File: src/sv/mpd_pkg.sv
`default_nettype none
package mpd_pkg;

  localparam int unsigned BodyLenW   = 28;
  localparam int unsigned FieldLenW  = 16;
  localparam int unsigned CfgDataW   = 28;
  localparam int unsigned CfgIndexW  = 2;
  localparam int unsigned LenCountW  = 3;
  localparam int unsigned MaxLenBytes = 4;
  localparam int unsigned QueueDepthDefault = 4;

  localparam logic [BodyLenW-1:0]  MaxBodyLenReset    = 28'd512;
  localparam logic [FieldLenW-1:0] MaxTopicLenReset   = 16'd120;
  localparam logic [FieldLenW-1:0] MaxPayloadLenReset = 16'd255;

  localparam logic [3:0] TypePublish  = 4'd3;
  localparam logic [3:0] TypePingresp = 4'd13;

  typedef enum logic [CfgIndexW-1:0] {
    RegMaxBodyLen    = 2'd0,
    RegMaxTopicLen   = 2'd1,
    RegMaxPayloadLen = 2'd2
  } cfg_reg_t;

  typedef enum logic [1:0] {
    PhIdle = 2'd0,
    PhLen  = 2'd1,
    PhBody = 2'd2
  } phase_t;

  typedef enum logic [1:0] {
    DropNone     = 2'd0,
    DropOversize = 2'd1,
    DropReject   = 2'd2
  } drop_t;

  typedef enum logic [2:0] {
    KindTopic     = 3'd0,
    KindPayload   = 3'd1,
    KindPubEnd    = 3'd2,
    KindPing      = 3'd3,
    KindIgnored   = 3'd4,
    KindOversize  = 3'd5,
    KindRejected  = 3'd6,
    KindMalformed = 3'd7
  } out_kind_t;

  // all results caused by one input byte: an optional data beat then an optional end beat
  typedef struct packed {
    logic                 has_data;
    out_kind_t            data_kind;
    logic [7:0]           data_byte;
    logic                 has_end;
    out_kind_t            end_kind;
    logic [3:0]           ptype;
    logic [FieldLenW-1:0] topic_len;
    logic [FieldLenW-1:0] payload_len;
  } entry_t;

endpackage
`default_nettype wire

File: src/sv/mpd_front.sv
`default_nettype none
module mpd_front (
  input  wire logic                               clk,
  input  wire logic                               rst,
  input  wire logic                               accept,
  input  wire logic                               kind,
  input  wire logic [7:0]                         rx_byte,
  input  wire logic [mpd_pkg::BodyLenW-1:0]       max_body_len,
  input  wire logic [mpd_pkg::FieldLenW-1:0]      max_topic_len,
  input  wire logic [mpd_pkg::FieldLenW-1:0]      max_payload_len,
  output logic                                    entry_valid,
  output mpd_pkg::entry_t                         entry
);

  mpd_pkg::phase_t                   phase, phase_next;
  logic [3:0]                        header_type, header_type_next;
  logic [1:0]                        header_qos, header_qos_next;
  logic [mpd_pkg::BodyLenW-1:0]      remaining_len, remaining_len_next;
  logic [mpd_pkg::LenCountW-1:0]     len_count, len_count_next;
  logic [mpd_pkg::BodyLenW-1:0]      body_index, body_index_next;
  logic [mpd_pkg::FieldLenW-1:0]     topic_len, topic_len_next;
  logic [mpd_pkg::FieldLenW-1:0]     payload_count, payload_count_next;
  mpd_pkg::drop_t                    drop_mode, drop_mode_next;

  logic [mpd_pkg::BodyLenW-1:0]      len_part;
  logic [mpd_pkg::BodyLenW-1:0]      len_acc;
  logic [mpd_pkg::LenCountW-1:0]     count_inc;
  logic [mpd_pkg::BodyLenW-1:0]      idx_inc;
  logic [mpd_pkg::FieldLenW-1:0]     tl_v;
  logic [mpd_pkg::FieldLenW-1:0]     pc_v;
  mpd_pkg::drop_t                    drop_v;
  logic [mpd_pkg::FieldLenW:0]       topic_end;
  logic [mpd_pkg::FieldLenW+1:0]     payload_start;
  logic                              is_publish;

  function automatic mpd_pkg::out_kind_t end_kind_f(mpd_pkg::drop_t d, logic [3:0] t);
    mpd_pkg::out_kind_t k;
    priority if (d == mpd_pkg::DropOversize) k = mpd_pkg::KindOversize;
    else if (d == mpd_pkg::DropReject)       k = mpd_pkg::KindRejected;
    else if (t == mpd_pkg::TypePublish)      k = mpd_pkg::KindPubEnd;
    else if (t == mpd_pkg::TypePingresp)     k = mpd_pkg::KindPing;
    else                                     k = mpd_pkg::KindIgnored;
    return k;
  endfunction

  always_ff @(posedge clk) begin
    if (rst) begin
      phase         <= mpd_pkg::PhIdle;
      header_type   <= '0;
      header_qos    <= '0;
      remaining_len <= '0;
      len_count     <= '0;
      body_index    <= '0;
      topic_len     <= '0;
      payload_count <= '0;
      drop_mode     <= mpd_pkg::DropNone;
    end else if (accept) begin
      phase         <= phase_next;
      header_type   <= header_type_next;
      header_qos    <= header_qos_next;
      remaining_len <= remaining_len_next;
      len_count     <= len_count_next;
      body_index    <= body_index_next;
      topic_len     <= topic_len_next;
      payload_count <= payload_count_next;
      drop_mode     <= drop_mode_next;
    end
  end

  always_comb begin
    phase_next         = phase;
    header_type_next   = header_type;
    header_qos_next    = header_qos;
    remaining_len_next = remaining_len;
    len_count_next     = len_count;
    body_index_next    = body_index;
    topic_len_next     = topic_len;
    payload_count_next = payload_count;
    drop_mode_next     = drop_mode;

    entry             = '0;
    entry.data_kind   = mpd_pkg::KindTopic;
    entry.end_kind    = mpd_pkg::KindIgnored;
    entry.ptype       = header_type;
    entry.data_byte   = rx_byte;

    len_part  = {{(mpd_pkg::BodyLenW-7){1'b0}}, rx_byte[6:0]};
    unique case (len_count[1:0])
      2'd0:    len_acc = remaining_len | len_part;
      2'd1:    len_acc = remaining_len | (len_part << 7);
      2'd2:    len_acc = remaining_len | (len_part << 14);
      default: len_acc = remaining_len | (len_part << 21);
    endcase
    count_inc = len_count + 1'b1;
    idx_inc   = body_index + 1'b1;
    tl_v      = topic_len;
    pc_v      = payload_count;
    drop_v    = drop_mode;
    is_publish = (header_type == mpd_pkg::TypePublish);
    topic_end  = {1'b0, topic_len} + 17'd2;
    payload_start = {1'b0, topic_end} + ((header_qos != 2'd0) ? 18'd2 : 18'd0);

    if (kind) begin
      phase_next         = mpd_pkg::PhIdle;
      header_type_next   = '0;
      header_qos_next    = '0;
      remaining_len_next = '0;
      len_count_next     = '0;
      body_index_next    = '0;
      topic_len_next     = '0;
      payload_count_next = '0;
      drop_mode_next     = mpd_pkg::DropNone;
    end else begin
      unique case (phase)
        mpd_pkg::PhIdle: begin
          phase_next         = mpd_pkg::PhLen;
          header_type_next   = rx_byte[7:4];
          header_qos_next    = rx_byte[2:1];
          remaining_len_next = '0;
          len_count_next     = '0;
          body_index_next    = '0;
          topic_len_next     = '0;
          payload_count_next = '0;
          drop_mode_next     = mpd_pkg::DropNone;
        end
        mpd_pkg::PhLen: begin
          remaining_len_next = len_acc;
          len_count_next     = count_inc;
          if (rx_byte[7]) begin
            if (count_inc >= mpd_pkg::LenCountW'(mpd_pkg::MaxLenBytes)) begin
              entry.has_end = 1'b1;
              entry.end_kind = mpd_pkg::KindMalformed;
              phase_next         = mpd_pkg::PhIdle;
              header_type_next   = '0;
              header_qos_next    = '0;
              remaining_len_next = '0;
              len_count_next     = '0;
              body_index_next    = '0;
              topic_len_next     = '0;
              payload_count_next = '0;
              drop_mode_next     = mpd_pkg::DropNone;
            end
          end else begin
            phase_next      = mpd_pkg::PhBody;
            body_index_next = '0;
            priority if (len_acc > max_body_len) drop_v = mpd_pkg::DropOversize;
            else if (is_publish && len_acc < 28'd2) drop_v = mpd_pkg::DropReject;
            else drop_v = mpd_pkg::DropNone;
            drop_mode_next = drop_v;
            if (len_acc == '0) begin
              entry.has_end  = 1'b1;
              entry.end_kind = end_kind_f(drop_v, header_type);
              if (drop_v == mpd_pkg::DropNone && is_publish) begin
                entry.topic_len   = topic_len;
                entry.payload_len = payload_count;
              end
              phase_next         = mpd_pkg::PhIdle;
              header_type_next   = '0;
              header_qos_next    = '0;
              remaining_len_next = '0;
              len_count_next     = '0;
              body_index_next    = '0;
              topic_len_next     = '0;
              payload_count_next = '0;
              drop_mode_next     = mpd_pkg::DropNone;
            end
          end
        end
        mpd_pkg::PhBody: begin
          if (drop_mode == mpd_pkg::DropNone && is_publish) begin
            priority if (body_index == '0) begin
              tl_v = {rx_byte, 8'd0};
            end else if (body_index == 28'd1) begin
              tl_v = {topic_len[15:8], rx_byte};
              if (tl_v > max_topic_len ||
                  remaining_len < mpd_pkg::BodyLenW'({1'b0, tl_v} + 17'd2)) begin
                drop_v = mpd_pkg::DropReject;
              end
            end else if (body_index < mpd_pkg::BodyLenW'(topic_end)) begin
              entry.has_data  = 1'b1;
              entry.data_kind = mpd_pkg::KindTopic;
            end else if (body_index >= mpd_pkg::BodyLenW'(payload_start) &&
                         payload_count < max_payload_len) begin
              entry.has_data  = 1'b1;
              entry.data_kind = mpd_pkg::KindPayload;
              pc_v = payload_count + 1'b1;
            end else begin
              // packet id or truncated payload byte: consumed without output
              entry.has_data = 1'b0;
            end
          end
          topic_len_next     = tl_v;
          payload_count_next = pc_v;
          drop_mode_next     = drop_v;
          body_index_next    = idx_inc;
          if (idx_inc >= remaining_len) begin
            entry.has_end  = 1'b1;
            entry.end_kind = end_kind_f(drop_v, header_type);
            if (drop_v == mpd_pkg::DropNone && is_publish) begin
              entry.topic_len   = tl_v;
              entry.payload_len = pc_v;
            end
            phase_next         = mpd_pkg::PhIdle;
            header_type_next   = '0;
            header_qos_next    = '0;
            remaining_len_next = '0;
            len_count_next     = '0;
            body_index_next    = '0;
            topic_len_next     = '0;
            payload_count_next = '0;
            drop_mode_next     = mpd_pkg::DropNone;
          end
        end
        default: begin
          phase_next = mpd_pkg::PhIdle;
        end
      endcase
    end

    entry_valid = accept && (entry.has_data || entry.has_end);
  end

endmodule
`default_nettype wire

File: src/sv/mpd_fifo.sv
`default_nettype none
module mpd_fifo #(
  parameter int unsigned DEPTH = mpd_pkg::QueueDepthDefault
) (
  input  wire logic            clk,
  input  wire logic            rst,
  input  wire logic            wr_en,
  input  wire mpd_pkg::entry_t wr_data,
  input  wire logic            rd_en,
  output mpd_pkg::entry_t      rd_data,
  output logic                 full,
  output logic                 empty
);

  localparam int unsigned PtrW = (DEPTH > 1) ? $clog2(DEPTH) : 1;
  localparam int unsigned CntW = $clog2(DEPTH + 1);

  mpd_pkg::entry_t  slots [DEPTH];
  logic [PtrW-1:0]  wr_ptr;
  logic [PtrW-1:0]  rd_ptr;
  logic [CntW-1:0]  count;
  logic             do_wr;
  logic             do_rd;

  assign do_wr   = wr_en && !full;
  assign do_rd   = rd_en && !empty;
  assign full    = (count == CntW'(DEPTH));
  assign empty   = (count == '0);
  assign rd_data = slots[rd_ptr];

  always_ff @(posedge clk) begin
    if (do_wr) begin
      slots[wr_ptr] <= wr_data;
    end
  end

  always_ff @(posedge clk) begin
    if (rst) begin
      wr_ptr <= '0;
      rd_ptr <= '0;
      count  <= '0;
    end else begin
      if (do_wr) begin
        wr_ptr <= (wr_ptr == PtrW'(DEPTH - 1)) ? '0 : wr_ptr + 1'b1;
      end
      if (do_rd) begin
        rd_ptr <= (rd_ptr == PtrW'(DEPTH - 1)) ? '0 : rd_ptr + 1'b1;
      end
      unique case ({do_wr, do_rd})
        2'b10:   count <= count + 1'b1;
        2'b01:   count <= count - 1'b1;
        default: count <= count;
      endcase
    end
  end

endmodule
`default_nettype wire

File: src/sv/mpd_back.sv
`default_nettype none
module mpd_back (
  input  wire logic                          clk,
  input  wire logic                          rst,
  input  wire mpd_pkg::entry_t               head,
  input  wire logic                          q_empty,
  input  wire logic                          pop,
  output logic                               deq,
  output logic                               empty,
  output logic [2:0]                         out_kind,
  output logic [7:0]                         out_byte,
  output logic                               last,
  output logic [3:0]                         packet_type,
  output logic [mpd_pkg::FieldLenW-1:0]      topic_length,
  output logic [mpd_pkg::FieldLenW-1:0]      payload_length
);

  // set once the data beat of a two-beat entry has gone out
  logic half;
  logic data_beat;
  logic beat_taken;

  assign empty      = q_empty;
  assign beat_taken = pop && !q_empty;
  assign data_beat  = head.has_data && !half;
  assign deq        = beat_taken && !(data_beat && head.has_end);

  always_ff @(posedge clk) begin
    if (rst) begin
      half <= 1'b0;
    end else if (beat_taken) begin
      half <= !deq;
    end
  end

  always_comb begin
    packet_type = head.ptype;
    if (data_beat) begin
      out_kind       = head.data_kind;
      out_byte       = head.data_byte;
      last           = 1'b0;
      topic_length   = '0;
      payload_length = '0;
    end else begin
      out_kind       = head.end_kind;
      out_byte       = '0;
      last           = 1'b1;
      topic_length   = head.topic_len;
      payload_length = head.payload_len;
    end
  end

endmodule
`default_nettype wire

File: src/sv/mqtt_packet_deframer_unit.sv
`default_nettype none
// channel   direction  handshake            payload
// input     in         push / full          kind, rx_byte
// result    out        empty / pop          out_kind, out_byte, last, packet_type,
//                                           topic_length, payload_length
// config    in         cfg_wr_en            cfg_index, cfg_data
//
// one byte is parsed per cycle in the front end while full is low; its results enter the
// queue the same edge; the result ports show the queue head and give one beat per pop
// a byte that ends a publish with a data byte gives two beats and holds the queue head two pops
// full rises only when all QUEUE_DEPTH queue entries hold unread results
// rst is synchronous: parser back to idle, queue emptied, registers to their defaults
module mqtt_packet_deframer_unit #(
  parameter int unsigned QUEUE_DEPTH = mpd_pkg::QueueDepthDefault
) (
  input  wire logic                              clk,
  input  wire logic                              rst,
  input  wire logic                              push,
  output logic                                   full,
  input  wire logic                              kind,
  input  wire logic [7:0]                        rx_byte,
  output logic                                   empty,
  input  wire logic                              pop,
  output logic [2:0]                             out_kind,
  output logic [7:0]                             out_byte,
  output logic                                   last,
  output logic [3:0]                             packet_type,
  output logic [mpd_pkg::FieldLenW-1:0]          topic_length,
  output logic [mpd_pkg::FieldLenW-1:0]          payload_length,
  input  wire logic                              cfg_wr_en,
  input  wire logic [mpd_pkg::CfgIndexW-1:0]     cfg_index,
  input  wire logic [mpd_pkg::CfgDataW-1:0]      cfg_data
);

  logic [mpd_pkg::BodyLenW-1:0]  max_body_len;
  logic [mpd_pkg::FieldLenW-1:0] max_topic_len;
  logic [mpd_pkg::FieldLenW-1:0] max_payload_len;

  logic            accept;
  logic            entry_valid;
  mpd_pkg::entry_t entry;
  mpd_pkg::entry_t head;
  logic            q_empty;
  logic            deq;

  always_ff @(posedge clk) begin
    if (rst) begin
      max_body_len    <= mpd_pkg::MaxBodyLenReset;
      max_topic_len   <= mpd_pkg::MaxTopicLenReset;
      max_payload_len <= mpd_pkg::MaxPayloadLenReset;
    end else if (cfg_wr_en) begin
      unique case (cfg_index)
        mpd_pkg::RegMaxBodyLen:    max_body_len    <= cfg_data[mpd_pkg::BodyLenW-1:0];
        mpd_pkg::RegMaxTopicLen:   max_topic_len   <= cfg_data[mpd_pkg::FieldLenW-1:0];
        mpd_pkg::RegMaxPayloadLen: max_payload_len <= cfg_data[mpd_pkg::FieldLenW-1:0];
        default: ;
      endcase
    end
  end

  assign accept = push && !full;

  mpd_front u_front (
    .clk             (clk),
    .rst             (rst),
    .accept          (accept),
    .kind            (kind),
    .rx_byte         (rx_byte),
    .max_body_len    (max_body_len),
    .max_topic_len   (max_topic_len),
    .max_payload_len (max_payload_len),
    .entry_valid     (entry_valid),
    .entry           (entry)
  );

  mpd_fifo #(
    .DEPTH (QUEUE_DEPTH)
  ) u_fifo (
    .clk     (clk),
    .rst     (rst),
    .wr_en   (entry_valid),
    .wr_data (entry),
    .rd_en   (deq),
    .rd_data (head),
    .full    (full),
    .empty   (q_empty)
  );

  mpd_back u_back (
    .clk            (clk),
    .rst            (rst),
    .head           (head),
    .q_empty        (q_empty),
    .pop            (pop),
    .deq            (deq),
    .empty          (empty),
    .out_kind       (out_kind),
    .out_byte       (out_byte),
    .last           (last),
    .packet_type    (packet_type),
    .topic_length   (topic_length),
    .payload_length (payload_length)
  );

endmodule
`default_nettype wire
File: config.mk
export PLATFORM = sky130hd
export DESIGN_NAME = mqtt_packet_deframer_unit
export DESIGN_NICKNAME = d
export VERILOG_FILES = /design/src/sv/mpd_pkg.sv /design/src/sv/mpd_front.sv /design/src/sv/mpd_fifo.sv /design/src/sv/mpd_back.sv /design/src/sv/mqtt_packet_deframer_unit.sv
export SDC_FILE = /design/constraint.sdc
export NUM_CORES = 1
export LEC_CHECK = 0
export BUFFER_PORTS_ARGS = -buffer_cell sky130_fd_sc_hd__buf_2
export CORE_ASPECT_RATIO = 1.4
export CORE_MARGIN = 4
export CORE_UTILIZATION = 45
export DETAILED_ROUTE_END_ITERATION = 6
export PLACE_DENSITY = 0.67
export SLEW_MARGIN = 5
export SYNTH_ARGS = -nofsm -noshare
export SYNTH_HDL_FRONTEND = slang
export SYNTH_SLANG_ARGS = --single-unit
File: constraint.sdc
create_clock -name clk -period 7.3 [get_ports clk]
set_clock_uncertainty 0.2 [all_clocks]
set_input_delay 0.73 -clock clk [delete_from_list [all_inputs] [get_ports clk]]
set_output_delay 0.73 -clock clk [all_outputs]
set_load 0.005 [all_outputs]
Word-level counts from Yosys, hierarchy flattened --
Memories as Yosys holds them, arrays and structs flattened. A register that Yosys moved wholly into a read port is not among the register bits. Cells that the tools add are included.
Word-level totals: register bits after elaboration 169, bits in writable memories 208, input port bits 44, memories 1
Memory list:
- u_fifo.slots | words 4, width 52, rd ports 1, clocked after memory_dff 1, wr ports 1, RTL line mpd_fifo.sv:18 | mpd_pkg::entry_t slots [DEPTH];
Operators by class: $add $sub $neg 10, magnitude comparators 9, eq/ne operators 21, mux-type cells 107, bitwise gates (word level) 4, reductions and logical operators 40
Operators by type and width (count):
- $mux 16 | 16
- $mux 28 | 9
- $pmux 28 s3 | 3
- $mux 32 | 6
- $pmux 16 s3 | 2
- $mux 4 | 16
- $pmux 32 s2 | 1
- $logic_not 28->1 | 2
- $mux 2 | 28
- $mux 3 | 12
- $add 16x2->17 const B | 2
- $add 28x1->28 const B | 1
- $eq 28x1->1 const B | 1
- $ge 28x18->1 | 1
- $ge 28x28->1 | 1
- $gt 28x28->1 | 1
- $lt 28x17->1 | 1
- $lt 28x2->1 const B | 1
- $lt 28x28->1 | 1
- $or 28x14->28 | 1
- $or 28x21->28 | 1
- $or 28x28->28 | 1
- $or 28x7->28 | 1
- $add 17x18->18 | 1
- 32 further kinds | 81

Depth between registers and ports, before layout --
word-level depth 21, mapped depth 23, mapped depth without buffers 23

By module --
From an unflattened synthesis, not the netlist that was laid out.
Unflattened totals: cell total of the unflattened synthesis 1952, area, all modules 21355.5 µm²
By module, submodules not included:
- mpd_front | instances 1, cells each 1327, area each 10383.7 µm², seq. area each 2021.9 µm²
- mpd_fifo | instances 1, cells each 326, area each 7982.7 µm², seq. area each 6426.2 µm²
- mqtt_packet_deframer_unit | instances 1, cells each 239, area each 2529.9 µm², seq. area each 1201.2 µm²
- mpd_back | instances 1, cells each 60, area each 459.2 µm², seq. area each 20.0 µm²

Least setup slack after synthesis --
OpenSTA, ideal clock, no wires.
kind reg-to-reg, from register u_front.body_index[2] (netlist bit), to memory u_fifo.slots[1][0] (netlist bit), enable pin, setup time 413 ps, arrival time 5417 ps, setup slack 1270 ps, cell stages (with the launch flop) 18, buffers on the path 2, period minus slack after synthesis 6030 ps, cell sequence dfxtp_1 > clkbuf_1 > nand4_1 > or4_1 > clkbuf_1 > nor4b_1 > nand2_1 > or3_1 > xnor2_1 > ha_1 > nand4_1 > o41ai_1 > o21a_1 > o21ai_0 > a21oi_1 > nor3_1 > a21oi_1 > and2_1
On the way: word-level cells in the longest chain between the ends 14, elaborated cells between the ends (all ways) 22, those cells by class add/sub: 1; order compare: 3; eq/ne: 1; mux: 12; reduce/logical: 5
RTL lines:
- from (decl) | RTL line mpd_front.sv:20 | logic [mpd_pkg::BodyLenW-1:0] body_index, body_index_next;
- from (signal assigned) | RTL line mpd_front.sv:63 | body_index <= body_index_next;
- parallel branches: the longest is 9 deep, another holds $add 28x1->28
- $logic_or 1x1->1 (*) | RTL line mpd_front.sv:220 | entry_valid = accept && (entry.has_data || entry.has_end);
- $logic_and 1x1->1 (*) | RTL line mpd_front.sv:220
- $logic_and 1x1->1 (*) | RTL line mpd_fifo.sv:25 | assign do_wr = wr_en && !full;
- $mux 1 (*) | RTL line mpd_fifo.sv:32 | if (do_wr) begin
- $mux 1 (implied by the code) (*) | RTL line mpd_fifo.sv:33 | slots[wr_ptr] <= wr_data;
- to (decl) | RTL line mpd_fifo.sv:18
Mark *: on every way between the ends.

Final worst setup path --
from register u_front.body_index[4] (netlist bit), to register u_fifo.count[2]
On the way: word-level cells in the longest chain between the ends 14, elaborated cells between the ends (all ways) 24, those cells by class add/sub: 1; order compare: 3; eq/ne: 3; mux: 11; reduce/logical: 6
RTL lines:
- parallel branches: the longest is 9 deep, another holds $add 28x1->28
- $logic_or 1x1->1 (*) | RTL line mpd_front.sv:220
- $logic_and 1x1->1 (*) | RTL line mpd_front.sv:220
- $logic_and 1x1->1 (*) | RTL line mpd_fifo.sv:25
- $eq 2x1->1 or $eq 2x2->1 (tied branches) | RTL line mpd_fifo.sv:49 | unique case ({do_wr, do_rd})
- $pmux 3 s2 or $reduce_bool 2->1 (tied branches)
- to (signal assigned) | RTL line mpd_fifo.sv:50 | 2'b10: count <= count + 1'b1;
- to (signal assigned) | RTL line mpd_fifo.sv:51 | 2'b01: count <= count - 1'b1;
- to (signal assigned) | RTL line mpd_fifo.sv:52 | default: count <= count;
- to (decl) | RTL line mpd_fifo.sv:21 | logic [CntW-1:0] count;
Marks and branches as above. A chain may end at the register's enable or synchronous reset.

==> qor.csv <==
metric,value,unit
R2R depth,21,
Site Rows,91,
area grow syn2layout,10.7,%
unrepaired setup endpoints after global routing,no,
CP Launch Type,flip-flop,
Die H,259,microns
number of synthesized register bits,371,
"Primary FF master, synth",edfxtp_1,
"Data required, critical path",7.57,ns
Commonest cells post-synth,"224 x nand2_1, 200 x edfxtp_1, 171 x dfxtp_1",
Final HPWL DP,38300,microns
CP bufs+invs,3,
Fin. Hold Viols,0,
CP max-delay cell,or4_1,
Worst Hold Class,in2reg,
Post-synth EDFFs,200,
Slew Limit Fails,0,
Synth Net Count,2181,
num ports,94,
Hold Buf Count CTS,0,
CP startpoint,u_front.body_index[4],
CP Depth,21,
worst r2r dst,u_fifo.count[2],
CTS sink cnt,371,
cell count after synthesis,1976,
crit-path cells,nand2_1 > or4_1 > nor4b_1 > buf_4 > nand2_1 > or3_1 > xnor2_1 > ha_1 > a21oi_1 > o211ai_1 > o21ai_0 > a21oi_1 > nor3_1 > a21oi_1 > inv_1 > ha_1 > inv_1 > fa_1 > xor2_1 > or3_1 > a21oi_1,
Worst Setup Path Type,reg2reg,
DIE AREA,48600,sq um
core area,44400,sq um
vias in the first global route,15500,
Clock Tree Root,clkbuf_16,
port bufs,93,
syn_area_per_cell,10.3,sq um
fin worst setup slack,1.16,ns
TritonCTS clock tree,yes,
Crit path top cell by count,a21oi_1,
DR iter-0 viols,1005,
Max Freq,0.163,GHz
CP Capture Type,flip-flop,
DR vias/cell,5.89,
outcome,completed,
Worst Path Max Fanout,10,
Synth Warn #,0,
post_cts resized,0,
"Period Utilization, post-route",84.2,%
Pre-Repair DR Iteration Count,5,
gr ovfl total,0,
setup violators final,0,
Max Cap Violations,0,
"area leader, netlist",edfxtp_1,
first-pass GRT wire length,85000,microns
"Largest delay share family, worst path",simple AND/OR/NAND/NOR gates,
"Seq/Total Area, Yosys",46.4,%
DP Worst Slack,1.25,ns
initial antenna violation count,0,
DRC Markers,0,
most common cell in the synthesized netlist,nand2_1,
clock slew at reported path FFs,0.06,ns
antenna-violating nets left,0,
RD Place Congestion,0.945,
number of buffers created by CTS,38,
LEAKAGE,8.48,nW
post-synthesis cell type count,80,
Area contributors post-synth,"edfxtp_1 30%, dfxtp_1 17%, ha_1 9.9%",
"wirelength, routed",53700,microns
pin count of the biggest net entering global routing,69,
PwrDens,190,nW/um^2
GR Util All Layers,21.6,%
end of the critical path,u_fifo.count[2],
share of cells above drive strength 1,12.6,%
R2R Path Start,u_front.body_index[4],
WL per Instance,20.6,microns
"slowest stage delay, CP",0.63,ns
Post-CTS Setup Repair Bufs,0,
H-tree levels,2,
Die X,188,microns
asr flop ratio synth,0,%
Final #Nets,2231,
top-area cell type share of the netlist area,29.6,%
Worst VDD drop,0.000159,V
Starting Density,45.7,%
critical path arrival,6.41,ns
Longest Clk Path Bufs,3,
setup TNS,0,ns
Least-Margin Pin Slew,1.03,ns
Post-Syn Area,20300,sq um
register-to-register setup slack,1.16,ns
Slew HR,31.2,%
detailed-route via count,15400,
"Clk Latency, worst-skew pair",0.55,ns
Final Critical Period,6.14,ns
==> layer usage <==
metal | GRT usage, % | vias to the layer above | share of wire [%]
li1 | - | 7309 | -
met4 | 11.5 | 0 | 6.1
met3 | 3.03 | 174 | 4.4
met5 | 0 | - | 0
met2 | 38.8 | 442 | 50
met1 | 25.1 | 7478 | 39
==> metrics by stage <==
step	instance area (sq um)	power, mW	instances	utilization (%)	hold slack (ns)
6_report	22500	4.26	2613	50.6	0.211
5_1_grt	22500	4.41	2612	50.6	0.214
4_1_cts	22500	4.30	2612	50.6	0.193
3_5_place_dp	21300	2.43	2544	47.9	0.248
3_3_place_gp	21300	2.43	2544	47.9	0.245
2_1_floorplan	20300	2.36	1976	-	0.233
==> layout make-up <==
type                            count  area, sq um
Timing Repair Buffer              118          693
Fill cell                        3998        21900
Clock inverter                     20          175
Multi-Input combinational cell   1374        10000
Inverter                          123          462
Clock buffer                       48         1020
Sequential cell                   371         9430
Tap cell                          558          698
Antenna cell                        1         2.50
==> state kept, by name, indices dropped and copies added, names as in the netlist, named ones only <==
register	flops
u_fifo.slots	200
max_body_len	28
u_front.body_index	28
u_front.remaining_len	28
max_payload_len	16
max_topic_len	16
u_front.payload_count	16
u_front.topic_len	16
u_front.header_type	4
u_fifo.count	3
u_front.len_count	3
u_fifo.rd_ptr	2
u_fifo.wr_ptr	2
u_front.drop_mode	2
u_front.header_qos	2
u_front.phase	2
u_back.half	1
==> report_power, final <==
| part | leakage (nW) | internal, mW | switching, mW |
|---|---|---|---|
| logic | 4.59 | 0.0591 | 0.129 |
| clock network | 0.573 | 1.04 | 0.836 |
| registers | 3.31 | 2.20 | 0.00891 |
| total | 8.48 | 3.29 | 0.974 |
==> worst register-to-register path, stage by stage, from the launching register on <==
cell      delay (ns)
dfxtp_1         0.56
nand2_1         0.15
or4_1           0.63
nor4b_1         0.34
buf_4           0.19
nand2_1         0.07
or3_1           0.37
xnor2_1         0.21
ha_1            0.30
a21oi_1         0.24
o211ai_1        0.15
o21ai_0         0.59
a21oi_1         0.23
nor3_1          0.31
a21oi_1         0.19
inv_1           0.09
ha_1            0.18
inv_1           0.06
fa_1            0.37
xor2_1          0.16
or3_1           0.32
a21oi_1         0.15
==> how the worst min path moves through the flow <==
stage                   startpoint             endpoint  slack, ns  cells after the start
3_5_place_dp   max_payload_len[13]  max_payload_len[13]       0.25                      2
6_report              cfg_data[23]     max_body_len[23]       0.21                      3
5_1_grt               cfg_data[19]     max_body_len[19]       0.21                      3
2_1_floorplan   max_payload_len[0]   max_payload_len[0]       0.23                      2
4_1_cts               cfg_data[23]     max_body_len[23]       0.19                      3
3_3_place_gp   max_payload_len[13]  max_payload_len[13]       0.24                      2
==> cell families after synthesis <==
logic type	Yosys count	share of synthesized area, %
XOR/XNOR	82	3.54
buffers and inverters	231	4.45
adder cells (fa/ha/maj)	163	10.1
multiplexers	60	6.05
flip-flops	371	46.4
AO/OA/AOI/OAI	395	12.6
other	1	0.0185
AND/OR/NAND/NOR	673	16.9
==> placed cells by master (no fill, tap or decap), types with 26 or more instances in the layout <==
cell,n
edfxtp_1,200
mux4_2,50
inv_1,123
nand3b_1,28
dfxtp_1,169
nor2b_1,44
buf_2,92
nor2_1,109
o21ai_0,55
nand3_1,66
o211ai_1,26
nand2_1,224
ha_1,160
xor2_1,36
a22o_1,49
a21oi_1,148
clkbuf_16,38
nand4_1,33
nor3_1,28
xnor2_1,46
No activity file was read; power rests on OpenSTA's default activity.
